==> config.mk <==
export PLATFORM = sky130hd
export DESIGN_NAME = c_comment_preproc_stripper
export DESIGN_NICKNAME = d
export VERILOG_FILES = /design/src/hw/rtl/cps_pkg.sv /design/src/hw/rtl/c_comment_preproc_stripper.sv /design/src/hw/rtl/cps_step.sv
export SDC_FILE = /design/constraint.sdc
export NUM_CORES = 1
export LEC_CHECK = 0
export ABC_CLOCK_PERIOD_IN_PS = 5350
export BUFFER_PORTS_ARGS = -buffer_cell sky130_fd_sc_hd__buf_2
export CAP_MARGIN = 20
export CORE_MARGIN = 8
export CORE_UTILIZATION = 35
export DETAILED_ROUTE_END_ITERATION = 7
export MAX_ROUTING_LAYER = met4
export REMOVE_ABC_BUFFERS = 1
export SYNTH_ARGS = -nofsm -noshare
export SYNTH_HDL_FRONTEND = slang
export SYNTH_SLANG_ARGS = --single-unit
==> constraint.sdc <==
create_clock -name clk -period 5.35 [get_ports clk]
set_input_delay 1.605 -clock clk [delete_from_list [all_inputs] [get_ports clk]]
set_output_delay 1.605 -clock clk [all_outputs]
set_load 0.05 [all_outputs]
==> src/hw/rtl/cps_pkg.sv <==
// Shared types and character codes for the comment and preprocessor stripper.
// No dependencies; imported by cps_step and c_comment_preproc_stripper.
package cps_pkg;

  localparam logic [7:0] CH_HASH  = 8'h23;
  localparam logic [7:0] CH_SLASH = 8'h2f;
  localparam logic [7:0] CH_STAR  = 8'h2a;
  localparam logic [7:0] CH_BSL   = 8'h5c;
  localparam logic [7:0] CH_NL    = 8'h0a;

  localparam logic [1:0] MODE_TEXT  = 2'd0;
  localparam logic [1:0] MODE_LINE  = 2'd1;
  localparam logic [1:0] MODE_BLOCK = 2'd2;
  localparam logic [1:0] MODE_DIR   = 2'd3;

  typedef struct packed {
    logic [1:0] mode;
    logic       line_start;
    logic       pend;
  } scan_st_t;

  localparam scan_st_t SCAN_RESET = '{mode: MODE_TEXT, line_start: 1'b1, pend: 1'b0};

  typedef struct packed {
    logic [7:0] data;
    logic       byte_valid;
    logic       end_of_text;
  } res_t;

endpackage

==> src/hw/rtl/c_comment_preproc_stripper.sv <==
// Top level of the C comment and preprocessor-line stripper: scan state,
// two-word result queue and handshakes. Depends on cps_pkg and cps_step.
//
// A byte is taken in every cycle in which the result queue is empty or its
// last word leaves in that cycle, so plain text streams at one byte per cycle
// unless the output stalls. A byte that yields two words (a held '/' followed
// by a kept byte) fills both queue entries, and the input holds until the
// second word leaves. Bytes that yield no word (comment and directive bodies)
// are still accepted and leave the queue empty. The final byte of a text
// always yields at least one word, the last of which carries end_of_text.
module c_comment_preproc_stripper (
  input  logic       clk,
  input  logic       rst_n,
  input  logic       in_valid,
  output logic       in_stall,
  input  logic [7:0] in_byte,
  input  logic       in_is_final,
  output logic       out_valid,
  input  logic       out_stall,
  output logic [7:0] out_byte,
  output logic       out_byte_valid,
  output logic       out_end_of_text
);
  import cps_pkg::*;

  scan_st_t   st_r, st_nxt, step_st;
  res_t       q0_r, q1_r, q0_nxt, q1_nxt;
  res_t       res0, res1;
  logic [1:0] cnt_r, cnt_nxt, res_cnt;
  logic       pop, accept;

  cps_step u_step (
    .in_byte     (in_byte),
    .in_is_final (in_is_final),
    .st          (st_r),
    .st_nxt      (step_st),
    .res0        (res0),
    .res1        (res1),
    .res_cnt     (res_cnt)
  );

  assign pop      = out_valid && !out_stall;
  assign in_stall = !((cnt_r == 2'd0) || (cnt_r == 2'd1 && pop));
  assign accept   = in_valid && !in_stall;

  always_comb begin
    st_nxt  = st_r;
    q0_nxt  = q0_r;
    q1_nxt  = q1_r;
    cnt_nxt = cnt_r;
    if (accept) begin
      st_nxt  = step_st;
      q0_nxt  = res0;
      q1_nxt  = res1;
      cnt_nxt = res_cnt;
    end else if (pop) begin
      q0_nxt  = q1_r;
      cnt_nxt = cnt_r - 2'd1;
    end
  end

  always_ff @(posedge clk) begin
    if (!rst_n) begin
      st_r  <= SCAN_RESET;
      cnt_r <= 2'd0;
    end else begin
      st_r  <= st_nxt;
      cnt_r <= cnt_nxt;
    end
    q0_r <= q0_nxt;
    q1_r <= q1_nxt;
  end

  assign out_valid       = (cnt_r != 2'd0);
  assign out_byte        = q0_r.data;
  assign out_byte_valid  = q0_r.byte_valid;
  assign out_end_of_text = q0_r.end_of_text;

  a_cnt_range: assert property (@(posedge clk) disable iff (!rst_n)
    cnt_r != 2'd3)
    else $error("result queue count out of range");

  a_final_reset: assert property (@(posedge clk) disable iff (!rst_n)
    accept && in_is_final |=> st_r == SCAN_RESET)
    else $error("scan state not reset after final byte");

  a_bare_marker: assert property (@(posedge clk) disable iff (!rst_n)
    out_valid && !out_byte_valid |-> out_end_of_text && out_byte == 8'h00)
    else $error("bare word is not a clean end marker");

  a_final_word: assert property (@(posedge clk) disable iff (!rst_n)
    accept && in_is_final |=> out_valid)
    else $error("final byte produced no word");

  a_two_words: assert property (@(posedge clk) disable iff (!rst_n)
    out_valid && cnt_r == 2'd2 |-> !out_end_of_text)
    else $error("end marker ahead of a queued word");

endmodule

==> src/hw/rtl/cps_step.sv <==
// Combinational scan step: one source byte and the scan state in, up to two
// result words and the next scan state out. Depends on cps_pkg.
module cps_step (
  input  logic [7:0]       in_byte,
  input  logic             in_is_final,
  input  cps_pkg::scan_st_t st,
  output cps_pkg::scan_st_t st_nxt,
  output cps_pkg::res_t    res0,
  output cps_pkg::res_t    res1,
  output logic [1:0]       res_cnt
);
  import cps_pkg::*;

  scan_st_t s;
  logic     do_scan;
  logic     slash_emit;
  logic     byte_emit;
  logic     flush_emit;
  logic [1:0] n;

  always_comb begin
    s          = st;
    do_scan    = 1'b0;
    slash_emit = 1'b0;
    byte_emit  = 1'b0;
    flush_emit = 1'b0;

    if (st.pend) begin
      s.pend = 1'b0;
      case (st.mode)
        MODE_TEXT: begin
          if (in_byte == CH_SLASH) begin
            s.mode = MODE_LINE;
          end else if (in_byte == CH_STAR) begin
            s.mode = MODE_BLOCK;
          end else begin
            slash_emit = 1'b1;
            do_scan    = 1'b1;
          end
        end
        MODE_BLOCK: begin
          if (in_byte == CH_SLASH) begin
            s.mode = MODE_TEXT;
          end else begin
            do_scan = 1'b1;
          end
        end
        MODE_DIR: begin
          do_scan = (in_byte != CH_NL);
        end
        default: begin
          do_scan = 1'b1;
        end
      endcase
    end else begin
      do_scan = 1'b1;
    end

    if (do_scan) begin
      case (s.mode)
        MODE_LINE: begin
          if (in_byte == CH_NL) begin
            s.mode       = MODE_TEXT;
            s.line_start = 1'b1;
            byte_emit    = 1'b1;
          end
        end
        MODE_BLOCK: begin
          if (in_byte == CH_STAR) begin
            s.pend = 1'b1;
          end else if (in_byte == CH_NL) begin
            byte_emit = 1'b1;
          end
        end
        MODE_DIR: begin
          if (in_byte == CH_BSL) begin
            s.pend = 1'b1;
          end else if (in_byte == CH_NL) begin
            s.mode       = MODE_TEXT;
            s.line_start = 1'b1;
            byte_emit    = 1'b1;
          end
        end
        default: begin
          if (s.line_start && in_byte == CH_HASH) begin
            s.mode = MODE_DIR;
          end else begin
            s.line_start = (in_byte == CH_NL);
            if (in_byte == CH_SLASH) begin
              s.pend = 1'b1;
            end else begin
              byte_emit = 1'b1;
            end
          end
        end
      endcase
    end

    flush_emit = in_is_final && s.pend && (s.mode == MODE_TEXT);

    n = {1'b0, slash_emit} + {1'b0, byte_emit} + {1'b0, flush_emit};

    res0.data        = slash_emit ? CH_SLASH : (byte_emit ? in_byte : CH_SLASH);
    res0.byte_valid  = 1'b1;
    res0.end_of_text = in_is_final && (n == 2'd1);
    res1.data        = in_byte;
    res1.byte_valid  = 1'b1;
    res1.end_of_text = in_is_final;

    if (in_is_final && n == 2'd0) begin
      res0.data        = 8'h00;
      res0.byte_valid  = 1'b0;
      res0.end_of_text = 1'b1;
      n                = 2'd1;
    end

    res_cnt = n;
    st_nxt  = in_is_final ? SCAN_RESET : s;
  end

endmodule

==> results.sh <==
export IMPL_final_antenna_net_count=0
export IMPL_totalNegativeSetupSlack_ps=0
export IMPL_worst_ir_drop_vdd_mv=0.104
export IMPL_fin_hold_ws_ps=544
export IMPL_nets=199
export IMPL_final_layout_size_suffix_gt1_share_pct=23.1
export IMPL_critical_path_peak_fanout=10
export IMPL_worstPathRequired_ps=5380
export IMPL_xor_xnor_fraction_of_synth_area_pct=1.14
export IMPL_clock_root_buffer="clkbuf_8"
export IMPL_area_growth_pct=16.1
export IMPL_drt_iter0_markers=86
export IMPL_die_x_um=82.4
export IMPL_floorplan_io_pins=25
export IMPL_synthDistinctLibCells=55
export IMPL_worst_setup_path_type="in2reg"
export IMPL_slew_headroom_pct=57.4
export IMPL_synth_compound_gate_area_share_pct=22.0
export IMPL_post_cts_buffers=0
export IMPL_postCtsHoldBufs=0
export IMPL_post_synth_mux_area_share_pct=0.649
export IMPL_post_route_period_util_pct=87.9
export IMPL_global_route_wire_length_before_repair_um=6440
export IMPL_gr_usage_all_layers_pct=12.3
export IMPL_asyncSetResetFlopFracSynth_pct=0
export IMPL_cts_path_max_buffers=2
export IMPL_instances_no_fill=234
export IMPL_dpl_hpwl_um=2880
export IMPL_clkLatencyLatePin_ps=270
export IMPL_pin_count_of_the_biggest_net_entering_global_routing=18
export IMPL_initial_utilization_pct=35.9
export IMPL_cp_buffers_inverters=2
export IMPL_power_leakage_nw=0.647
export IMPL_numCtsBuffers=3
export IMPL_clkSlewWorstSetupHoldPaths_ps=80
export IMPL_detail_route_first_pass_iterations=4
export IMPL_overflow=0
export IMPL_synth_top_area_share_pct=37.0
export IMPL_timing_reg2reg_setup_slack_ps=1970
export IMPL_avgSynthCellArea_um2=9.95
export IMPL_yosys_warnings=0
export IMPL_synth_fa_ha_area_share_pct=2.92
export IMPL_post_synth_top_count_cell="edfxtp_1"
export IMPL_final_count_of_pins_violating_max_slew=0
export IMPL_startpoint_type_of_the_worst_setup_path="primary input"
export IMPL_timing_final_hold_violations=0
export IMPL_clock_skew_final_ps=9.47
export IMPL_slowest_delay_ps=720
export IMPL_htreeDepth=1
export IMPL_tritoncts="built"
export IMPL_via_count_normalized_by_instance_count=5.74
export IMPL_largest_cells_by_area_after_synthesis="edfxtp_1 37%, dfxtp_1 7.8%, nand2_1 3.6%"
export IMPL_synthSimpleGateAreaFrac_pct=24.6
export IMPL_fp_dieArea_um2=6790
export IMPL_post_synth_instance_area_um2=1540
export IMPL_top_cell_types_by_occurrence_after_synthesis="19 x edfxtp_1, 15 x nand2_1, 11 x o21ai_0"
export IMPL_vias=1344
export IMPL_hold_path_class="reg2reg"
export IMPL_powerDensity_nw_per_um2=293
export IMPL_fillerInstances=445
export IMPL_combinational_family_with_the_most_area_after_synthesis="simple AND/OR/NAND/NOR gates"
export IMPL_die_height_um=82.4
export IMPL_number_of_antenna_violations_at_the_first_check_in_global_routing=0
export IMPL_yosys_most_used_dff="edfxtp_1"
export IMPL_route_detailed_wl_per_inst_um=16.1
export IMPL_drcViolationCount=0
export IMPL_outcome="finished clean"
export IMPL_post_synth_top_area_cell="edfxtp_1"
export IMPL_cp_arrival_ps=4730
export IMPL_rsz_0062_raised_after_global_routing="no"
export IMPL_tightestPinTransition_ps=636
export IMPL_number_of_global_route_vias_before_repair=1363
export IMPL_gpl_final_weighted_congestion=0.921
export IMPL_maxCapViolations=0
export IMPL_critical_path_top_delay_family="simple AND/OR/NAND/NOR gates"
export IMPL_placedCellCount=230
export IMPL_postSynthRegisterBits=25
export IMPL_n_antenna_cell=0
export IMPL_cts_repair_resize_count=0
export IMPL_syn_inst=155
export IMPL_portBuffers=24
export IMPL_drt_wl_total_um=3760
export IMPL_synth_edf_count=19
export IMPL_cp_cell_sequence="buf_2, or4b_1, or3_1, o21ai_1, a311oi_1, o2111a_1, fa_1, nand2b_1, o21ai_0, buf_4, nor4_4, a22o_1"
export IMPL_maxClockFrequency_mhz=213
export IMPL_cts_sinks=25
export IMPL_seq_area_frac_synth_pct=44.8
export IMPL_timing_final_crit_period_ps=4700
export IMPL_worst_path_max_delay_cell="or4b_1"
export IMPL_setup_worst_path_end_class="flop"
export IMPL_core_area_um2=4290
export IMPL_finalSetupViolCount=0
export IMPL_fp_row_count=24
cells by family after synthesis:
group                      after synthesis
DFF                                     25
xor gates and xnor gates                 2
and+or+nand+nor                         63
AOI/OAI and AO/OA                       45
adders and majority gates                3
buffers and inverters                   16
muxes                                    1
routing by layer:
| layer | global-route usage [%] | vias up | routed length, µm |
|---|---|---|---|
| met1 | 15.0 | 627 | 1650 |
| met3 | 2.06 | 5 | 222 |
| met4 | 5.26 | 0 | 65 |
| met2 | 19.7 | 43 | 1820 |
| met5 | - | - | 0 |
| li1 | - | 669 | - |
worst reg2reg max path: cells and delay by family (launching register included):
family	cells	cell delay, ps
adders and majority gates	1	430
DFF	1	560
AOI/OAI and AO/OA	5	930
buffers and inverters	2	360
and+or+nand+nor	3	850
cell type report:
cell class	count	area, µm²	share of cell area [%]
clock buffers	3	41.3	2.30
clock inverters	1	5.00	0.279
inverters	9	33.8	1.89
multi-input cells	114	791	44.1
flip-flops and latches	25	691	38.5
well taps	52	65.1	3.63
repair buffers	30	165	9.22
worst paths after layout:
path	start	to	cells past startpoint
worst max-delay path	in_byte[4]	out_byte[4]	12
worst min register to register	q1_r[3]	out_byte[1]	2
worst min-delay path	q1_r[3]	out_byte[1]	2
worst max register to register	st_r[2]	out_byte[4]	11
placed cells by master, fill, tap and decap left out, types with 2 or more instances in the layout:
master,Yosys,final
o21ai_0,11,11
nor4_1,5,5
o41a_1,2,2
ha_1,2,2
inv_1,9,9
nor2_1,8,8
buf_4,0,6
edfxtp_1,19,19
nand4_1,2,2
nor4b_1,2,2
nand2b_1,3,3
nor3_1,5,5
a211oi_1,2,2
a21oi_1,3,3
nand3_1,2,2
o21ai_1,2,2
or4_1,2,2
and3_1,2,2
or3_1,5,5
o41ai_1,3,3
a22o_1,3,3
nand2_1,15,15
o211ai_1,2,2
dfxtp_1,6,6
or2_2,2,2
nor4bb_1,2,2
buf_2,1,24
a311oi_1,2,2
clkbuf_8,0,3
flip-flops by register name, summed over array words and instances (netlist names):
name             cells
cnt_r                2
out_byte             8
out_byte_valid       1
out_end_of_text      1
q1_r                 9
st_r                 4
stage by stage:
step,power [mW],util [%],area [µm²],worst slack [ps]
finish,0.525,41.7,1790,649
global route,0.552,41.7,1790,438
CTS,0.529,41.7,1790,659
detailed placement,0.419,40.6,1750,372
global placement,0.416,40.6,1750,375
floorplan,0.369,-,1520,547
power breakdown:
| part | internal [mW] | switching (mW) |
|---|---|---|
| sequential | 0.242 | 0.00726 |
| clock | 0.0521 | 0.0609 |
| combinational | 0.0424 | 0.120 |
| total | 0.336 | 0.189 |
No activity file was read; power rests on OpenSTA's default activity.
